--- config.mk ---
export PLATFORM = sky130hd
export DESIGN_NAME = rice_code_decoder
export DESIGN_NICKNAME = d
export VERILOG_FILES = /design/src/hw/rtl/rcd_pkg.sv /design/src/hw/rtl/rcd_word_acc.sv /design/src/hw/rtl/rice_code_decoder.sv
export SDC_FILE = /design/constraint.sdc
export NUM_CORES = 1
export LEC_CHECK = 0
export BUFFER_PORTS_ARGS = -buffer_cell sky130_fd_sc_hd__buf_4
export CORE_MARGIN = 1.5
export CORE_UTILIZATION = 54
export DETAILED_ROUTE_END_ITERATION = 8
export MAX_ROUTING_LAYER = met4
export PLACE_DENSITY = 0.77
export SLEW_MARGIN = 20
export SYNTH_ARGS = -nofsm -noshare
export SYNTH_HDL_FRONTEND = slang
export SYNTH_SLANG_ARGS = --single-unit
--- constraint.sdc ---
create_clock -name clock -period 5.11 [get_ports clock]
set_clock_uncertainty 0.1 [all_clocks]
set_input_delay 0 -clock clock [delete_from_list [all_inputs] [get_ports clock]]
set_output_delay 0 -clock clock [all_outputs]
set_load 0.1 [all_outputs]
--- src/hw/rtl/rcd_pkg.sv ---
// ----------------------------------------------------------------------------
// Rice code decoder package
// Shared widths, word types and the control and status bundles of the
// bit-serial code word accumulator.
// ----------------------------------------------------------------------------
package rcd_pkg;

   localparam int RCD_VALUE_WIDTH    = 32;
   localparam int RCD_RESULT_WIDTH   = 32;
   localparam int RCD_QUOTIENT_WIDTH = 32;
   localparam int RCD_K_WIDTH        = 5;
   localparam int RCD_BYTE_BITS      = 8;
   localparam int RCD_COUNT_WIDTH    = 4;

   typedef struct packed {
      logic [RCD_BYTE_BITS-1:0]   data_byte;
      logic [RCD_COUNT_WIDTH-1:0] valid_bits;
      logic                       end_of_stream;
   } req_type;

   typedef struct packed {
      logic [RCD_RESULT_WIDTH-1:0]        mapped_value;
      logic signed [RCD_RESULT_WIDTH-1:0] residual;
      logic                               truncated;
      logic                               last_of_run;
   } rsp_type;

   typedef struct packed {
      logic step;
      logic data_bit;
      logic flush;
   } rcd_ctrl_type;

   typedef struct packed {
      logic word_done;
      logic in_word;
   } rcd_stat_type;

endpackage

--- src/hw/rtl/rcd_word_acc.sv ---
// ----------------------------------------------------------------------------
// Rice code word accumulator
// Consumes one stream bit per step: counts the unary quotient, shifts in the
// remainder bits and forms the mapped value when a code word completes.
// ----------------------------------------------------------------------------
module rcd_word_acc
   import rcd_pkg::*;
#(
   parameter int VALUE_WIDTH = RCD_VALUE_WIDTH
) (
   input  logic                   clock,
   input  logic                   reset,
   input  rcd_ctrl_type           ctrl,
   input  logic [RCD_K_WIDTH-1:0] rice_k,
   output rcd_stat_type           stat,
   output logic [VALUE_WIDTH-1:0] mapped
);

   logic                          in_rem_ff, in_rem_in;
   logic [RCD_QUOTIENT_WIDTH-1:0] quot_ff, quot_in;
   logic [VALUE_WIDTH-1:0]        acc_ff, acc_in;
   logic [RCD_K_WIDTH-1:0]        seen_ff, seen_in;

   logic [VALUE_WIDTH-1:0] acc_next;
   logic [RCD_K_WIDTH-1:0] seen_next;
   logic                   done;

   assign acc_next  = {acc_ff[VALUE_WIDTH-2:0], ctrl.data_bit};
   assign seen_next = seen_ff + 1'b1;

   always_comb begin
      if (in_rem_ff) begin
         done = (seen_next >= rice_k);
      end else begin
         done = !ctrl.data_bit && (rice_k == '0);
      end
   end

   // mapped value as it stands after this bit
   assign mapped = (quot_ff[VALUE_WIDTH-1:0] << rice_k) | (in_rem_ff ? acc_next : acc_ff);

   assign stat.word_done = done;
   assign stat.in_word   = in_rem_ff || (quot_ff != '0);

   always_comb begin
      in_rem_in = in_rem_ff;
      quot_in   = quot_ff;
      acc_in    = acc_ff;
      seen_in   = seen_ff;
      if (ctrl.flush || (ctrl.step && done)) begin
         in_rem_in = 1'b0;
         quot_in   = '0;
         acc_in    = '0;
         seen_in   = '0;
      end else if (ctrl.step) begin
         if (in_rem_ff) begin
            acc_in  = acc_next;
            seen_in = seen_next;
         end else if (ctrl.data_bit) begin
            quot_in = quot_ff + 1'b1;
         end else begin
            in_rem_in = 1'b1;
            acc_in    = '0;
            seen_in   = '0;
         end
      end
   end

   always_ff @(posedge clock) begin
      if (reset) begin
         in_rem_ff <= 1'b0;
         quot_ff   <= '0;
         acc_ff    <= '0;
         seen_ff   <= '0;
      end else begin
         in_rem_ff <= in_rem_in;
         quot_ff   <= quot_in;
         acc_ff    <= acc_in;
         seen_ff   <= seen_in;
      end
   end

endmodule

--- src/hw/rtl/rice_code_decoder.sv ---
// ----------------------------------------------------------------------------
// Rice code decoder
// Golomb-Rice stream decoder with zigzag inverse mapping of each code word.
// ----------------------------------------------------------------------------
// Usage:
//  req_* takes one stream word per handshake: a byte consumed MSB first, the
//  number of leading stream bits (values above eight count as eight) and an
//  end-of-stream flag. rsp_* returns one word per finished code word, plus a
//  truncation word when the stream ends inside a code word; last_of_run marks
//  the final result word caused by an input word.
//  csr_wr_en/csr_wr_data write rice_k; write it only while the block is idle.
//  Bits are decoded one per cycle in the shift register while no finished
//  result is held up by a stalled output; an input word passes through
//  acceptance, the bit steps, the count-exhausted step, the end check and
//  the final drain, from which its last result word leaves.
//  One finished result is held back until the next one (or the end of the
//  word) decides its last_of_run flag; a stalled output register holds the
//  bit loop only when a second result must leave. req_stall is low whenever
//  the decoder is idle, even with a result still waiting in the output.
//  Reset clears rice_k, the code word state and both valid flags.
// ----------------------------------------------------------------------------
module rice_code_decoder
   import rcd_pkg::*;
#(
   parameter int VALUE_WIDTH = RCD_VALUE_WIDTH
) (
   input  logic                   clock,
   input  logic                   reset,
   input  logic                   req_valid,
   output logic                   req_stall,
   input  req_type                req_data,
   output logic                   rsp_valid,
   input  logic                   rsp_stall,
   output rsp_type                rsp_data,
   input  logic                   csr_wr_en,
   input  logic [RCD_K_WIDTH-1:0] csr_wr_data
);

   typedef enum logic [1:0] {
      ST_IDLE,
      ST_BITS,
      ST_CHECK,
      ST_DRAIN
   } state_type;

   state_type                  state_ff, state_in;
   logic [RCD_K_WIDTH-1:0]     rice_k_ff, rice_k_in;
   logic [RCD_BYTE_BITS-1:0]   sh_ff, sh_in;
   logic [RCD_COUNT_WIDTH-1:0] cnt_ff, cnt_in;
   logic                       eos_ff, eos_in;
   logic                       pend_valid_ff, pend_valid_in;
   logic [VALUE_WIDTH-1:0]     pend_val_ff, pend_val_in;
   logic                       pend_trunc_ff, pend_trunc_in;
   logic                       out_valid_ff, out_valid_in;
   rsp_type                    out_ff, out_in;

   rcd_ctrl_type           ctrl;
   rcd_stat_type           stat;
   logic [VALUE_WIDTH-1:0] mapped;
   logic                   out_free;
   logic                   push;
   logic                   push_last;
   logic [RCD_RESULT_WIDTH-1:0] pend_ext;
   logic [RCD_RESULT_WIDTH-1:0] half;
   logic [RCD_COUNT_WIDTH-1:0]  nbits;

   rcd_word_acc #(
      .VALUE_WIDTH (VALUE_WIDTH)
   ) u_word_acc (
      .clock  (clock),
      .reset  (reset),
      .ctrl   (ctrl),
      .rice_k (rice_k_ff),
      .stat   (stat),
      .mapped (mapped)
   );

   assign req_stall = (state_ff != ST_IDLE);
   assign rsp_valid = out_valid_ff;
   assign rsp_data  = out_ff;
   assign out_free  = !out_valid_ff || !rsp_stall;

   assign nbits = (req_data.valid_bits > RCD_COUNT_WIDTH'(RCD_BYTE_BITS)) ?
                  RCD_COUNT_WIDTH'(RCD_BYTE_BITS) : req_data.valid_bits;

   assign pend_ext = RCD_RESULT_WIDTH'(pend_val_ff);
   assign half     = pend_ext >> 1;

   assign rice_k_in = csr_wr_en ? csr_wr_data : rice_k_ff;

   always_comb begin
      state_in      = state_ff;
      sh_in         = sh_ff;
      cnt_in        = cnt_ff;
      eos_in        = eos_ff;
      pend_valid_in = pend_valid_ff;
      pend_val_in   = pend_val_ff;
      pend_trunc_in = pend_trunc_ff;
      out_valid_in  = out_valid_ff && rsp_stall;
      out_in        = out_ff;
      ctrl          = '0;
      ctrl.data_bit = sh_ff[RCD_BYTE_BITS-1];
      push          = 1'b0;
      push_last     = 1'b0;

      unique case (state_ff)
         ST_IDLE: begin
            if (req_valid) begin
               sh_in    = req_data.data_byte;
               cnt_in   = nbits;
               eos_in   = req_data.end_of_stream;
               state_in = ST_BITS;
            end
         end
         ST_BITS: begin
            if (cnt_ff == '0) begin
               state_in = ST_CHECK;
            end else if (!(stat.word_done && pend_valid_ff && !out_free)) begin
               ctrl.step = 1'b1;
               sh_in     = {sh_ff[RCD_BYTE_BITS-2:0], 1'b0};
               cnt_in    = cnt_ff - 1'b1;
               if (stat.word_done) begin
                  push          = pend_valid_ff;
                  pend_valid_in = 1'b1;
                  pend_val_in   = mapped;
                  pend_trunc_in = 1'b0;
               end
            end
         end
         ST_CHECK: begin
            if (eos_ff && stat.in_word) begin
               if (!pend_valid_ff || out_free) begin
                  ctrl.flush    = 1'b1;
                  push          = pend_valid_ff;
                  pend_valid_in = 1'b1;
                  pend_val_in   = '0;
                  pend_trunc_in = 1'b1;
                  state_in      = ST_DRAIN;
               end
            end else begin
               state_in = ST_DRAIN;
            end
         end
         ST_DRAIN: begin
            if (!pend_valid_ff) begin
               state_in = ST_IDLE;
            end else if (out_free) begin
               push          = 1'b1;
               push_last     = 1'b1;
               pend_valid_in = 1'b0;
               state_in      = ST_IDLE;
            end
         end
         default: begin
            state_in = ST_IDLE;
         end
      endcase

      if (push) begin
         out_valid_in        = 1'b1;
         out_in.mapped_value = pend_ext;
         out_in.residual     = pend_ext[0] ? ~half : half;
         out_in.truncated    = pend_trunc_ff;
         out_in.last_of_run  = push_last;
      end
   end

   always_ff @(posedge clock) begin
      if (reset) begin
         state_ff      <= ST_IDLE;
         rice_k_ff     <= '0;
         pend_valid_ff <= 1'b0;
         out_valid_ff  <= 1'b0;
      end else begin
         state_ff      <= state_in;
         rice_k_ff     <= rice_k_in;
         pend_valid_ff <= pend_valid_in;
         out_valid_ff  <= out_valid_in;
      end
      sh_ff         <= sh_in;
      cnt_ff        <= cnt_in;
      eos_ff        <= eos_in;
      pend_val_ff   <= pend_val_in;
      pend_trunc_ff <= pend_trunc_in;
      out_ff        <= out_in;
   end

   // a pushed result never overwrites a word still waiting at the output
   a_push_free: assert property (@(posedge clock) disable iff (reset)
      push |-> out_free)
      else $error("result pushed into a full output register");

   // nothing is left pending once the decoder is idle again
   a_idle_empty: assert property (@(posedge clock) disable iff (reset)
      (state_ff == ST_IDLE) |-> !pend_valid_ff)
      else $error("pending result left behind in idle");

   a_trunc_zero: assert property (@(posedge clock) disable iff (reset)
      (rsp_valid && rsp_data.truncated) |->
         (rsp_data.mapped_value == '0 && rsp_data.residual == '0 && rsp_data.last_of_run))
      else $error("truncation word with payload or not last");

   a_accept_busy: assert property (@(posedge clock) disable iff (reset)
      (req_valid && !req_stall) |=> req_stall)
      else $error("decoder not busy after accepting a word");

endmodule

==> results_dict.tcl <==
set metrics [dict create \
    outcome "completed" \
    synth_top_family_by_area "multiplexers" \
    worstPathArrival_ps 3720 \
    antenna_found_initial 0 \
    post-route-period-util 0.7335 \
    ys_ff_latch 191 \
    core-area_sq_um 17300 \
    stdcell_area_sq_um 11250 \
    dr.first_iter.drc_count 570 \
    critPathLaunchType "flip-flop" \
    synthXorXnorAreaFrac 0.06139 \
    setup_violations 0 \
    synthFlopType "edfxtp_1" \
    slew_viol_final 0 \
    clock_latency_ps 440 \
    rsz0062_at_grt "no" \
    top_level_ports 91 \
    cts_sinks 191 \
    grt_pass1_wl_um 32400 \
    cts_resized 0 \
    synth.most_common_cell "nor2_1" \
    grt_use_total 0.2312 \
    synth.net_count 898 \
    synth_cell_type_count 65 \
    wire_per_inst_um 17.04 \
    diodes 0 \
    p_leak_nw 4.065 \
    synth_edf_count 112 \
    synth_compound_area_frac 0.1012 \
    vias_per_cell 5.755 \
    post_cts_buffers 0 \
    synth_fa_ha_area_frac 0.01832 \
    synthMuxAreaShare 0.1338 \
    path_clk_slew_ps 70 \
    tns_ps 0 \
    synthSimpleGateAreaFrac 0.1298 \
    max_freq_mhz 266.8 \
    detail-route-antenna-nets 0 \
    synth_area_sq_um 9559 \
    drc 0 \
    area_growth_pct 17.67 \
    cts_buffer_depth 2 \
    slowest_delay_ps 880 \
    synth_common_cells "114 x nor2_1, 112 x edfxtp_1, 79 x dfxtp_1, 73 x mux2i_1, 48 x xor2_1" \
    cts_root_buffer "clkbuf_16" \
    numCtsBuffers 17 \
    ys_warn_count 0 \
    place_area_sq_um 10330 \
    cp-end-kind "flip-flop" \
    synthArstFlopShare 0 \
    path_buf_inv 2 \
    criticalPathCategory "flip-flop to flip-flop" \
    synth_area_leaders "edfxtp_1 35%, dfxtp_1 17%, mux2i_1 7.6%" \
    port_buffers 90 \
    final_nets 985 \
    yosysSeqAreaShare 0.5173 \
    synth_top_area_cell "edfxtp_1" \
    vias 6826 \
    synth_top_cell_area_share 0.3518 \
    gr-total-overflow 0 \
    critPathRequiredTime_ps 5080 \
    min_period_ps 3748 \
    worst_pin_slew_ps 954.9 \
    cellPowerDensity_nw_per_um2 424.8 \
    htree_levels 4 \
    hold_viol_final 0 \
    dr.pass1.iters 5 \
    critical_path.max_fanout 66 \
    vdd_drop_max_mv 0.2416 \
    wl_um 20200 \
    maxCapViolations 0 \
    cts_tree "done" \
    grt_max_degree 67 \
    slowest_stage "dfxtp_1" \
    grt_pass1_vias 6360 \
    gp_congestion 0.9714 \
    die_area_sq_um 18510 \
    synth_area_per_cell_sq_um 11.10 \
    start_util 0.5527 \
    placementRows 48 \
    crit_family "buffers and inverters" \
    n_fill_cell 1344 \
    dp_hpwl_um 13700 \
    drive_above_1_share 0.1977 \
    fp.dieW_um 136.1 \
    hold_path_class "input port to flip-flop" \
    slew_headroom 0.3634 \
    chipHeight_um 136.1 \
    crit_chain "clkinv_1 > ha_1 > nand2_1 > nand3b_1 > a31oi_1 > o31ai_1 > nor2_1 > nor2_4 > buf_4" \
    synth_cells 861 \
]
[area by class of cell]
class | instances | area, sq um | area share
multi-input combinational | 583 | 4260 | 0.3788
clock buffer | 18 | 429.2 | 0.03815
clock inverter | 14 | 151.4 | 0.01346
inverter | 19 | 71.32 | 0.006340
tap | 225 | 281.5 | 0.02503
timing repair buffer | 136 | 1106 | 0.09833
sequential | 191 | 4949 | 0.4399
[power by group]
part	total [mW]	leakage, nW	switching, mW	internal [mW]
Clock	1.31	0.280	0.620	0.690
Sequential	2.24	1.68	0.173	2.07
Combinational	1.23	2.10	0.825	0.401
[final timing paths]
path                               startpoint           end  slack [ps]  cells after the start
worst max-delay path             rice_k_ff[4]  rsp_data[61]        1360                      9
worst min-delay path              req_data[0]        eos_ff         190                      2
worst max register to register   rice_k_ff[4]  rsp_data[61]        1360                      9
worst min register to register  pend_trunc_ff   rsp_data[1]         350                      0
[worst reg2reg max path, stage by stage, from the launching register on]
cell and delay (ps):
dfxtp_1 880, clkinv_1 440, ha_1 430, nand2_1 60, nand3b_1 70, a31oi_1 110, o31ai_1 380, nor2_1 140
nor2_4 110, buf_4 600
[cell families (layout without fill, tap and decap cells)]
group | Yosys count | after routing
and+or+nand+nor | 248 | 248
adders and majority gates | 14 | 14
DFF | 191 | 191
muxes | 111 | 111
AOI/OAI and AO/OA | 143 | 143
xor gates and xnor gates | 67 | 67
buffers and inverters | 87 | 187
[cells in the final DEF (no fill, tap or decap), types with 3 or more instances in the layout]
| master | n |
|---|---|
| a21o_1 | 3 |
| a21oi_1 | 36 |
| a221oi_1 | 15 |
| a22oi_1 | 34 |
| a31oi_1 | 4 |
| and3_1 | 3 |
| and4_1 | 3 |
| buf_4 | 102 |
| clkbuf_16 | 17 |
| dfxtp_1 | 76 |
| dfxtp_2 | 3 |
| dlygate4sd3_1 | 34 |
| edfxtp_1 | 112 |
| ha_1 | 14 |
| inv_1 | 17 |
| inv_6 | 6 |
| mux2_2 | 28 |
| mux2i_1 | 73 |
| mux4_2 | 8 |
| nand2_1 | 44 |
| nand2b_1 | 8 |
| nand3_1 | 14 |
| nand3b_1 | 6 |
| nand4_1 | 8 |
| nor2_1 | 112 |
| nor2b_1 | 12 |
| nor3_1 | 7 |
| nor4_1 | 8 |
| o211ai_1 | 8 |
| o21a_1 | 4 |
| o21ai_0 | 19 |
| o221ai_1 | 5 |
| o22ai_1 | 4 |
| or3_1 | 3 |
| xnor2_1 | 19 |
| xor2_1 | 48 |
[metal layers]
layer / vias up / wire [um] / track usage
li1: 3309 / - / -
met1: 3253 / 9261 / 0.3150
met2: 228 / 9392 / 0.3507
met3: 36 / 1053 / 0.03691
met4: 0 / 497 / 0.08452
met5: - / 0 / -
[flip-flops by register name, indices dropped and copies added (netlist names)]
name                  count
u_word_acc.in_rem_ff      1
u_word_acc.seen_ff        5
pend_trunc_ff             1
pend_valid_ff             1
sh_ff                     8
rsp_data                 66
state_ff                  2
cnt_ff                    4
rice_k_ff                 5
u_word_acc.quot_ff       32
pend_ext                 32
rsp_valid                 1
u_word_acc.acc_ff        32
eos_ff                    1
[stage by stage]
stage | cells | hold slack, ps | setup slack [ps] | utilization | total power [mW]
floorplan | 861 | -1.131 | 883.0 | - | 3.157
global placement | 1120 | 91.82 | 1475 | 0.5971 | 3.420
detailed placement | 1120 | 88.77 | 1344 | 0.5971 | 3.470
CTS | 1186 | 168.8 | 1276 | 0.6503 | 4.802
global route | 1186 | 188.6 | 933.6 | 0.6503 | 4.996
finish | 1186 | 190.1 | 1362 | 0.6503 | 4.779
[repair_timing]
item,CTS,global route
endpoints found under the hold margin,24,0
hold buffers,34,0
endpoints found under the setup margin,0,0
Note: power is estimated with default switching activity, not from simulation.
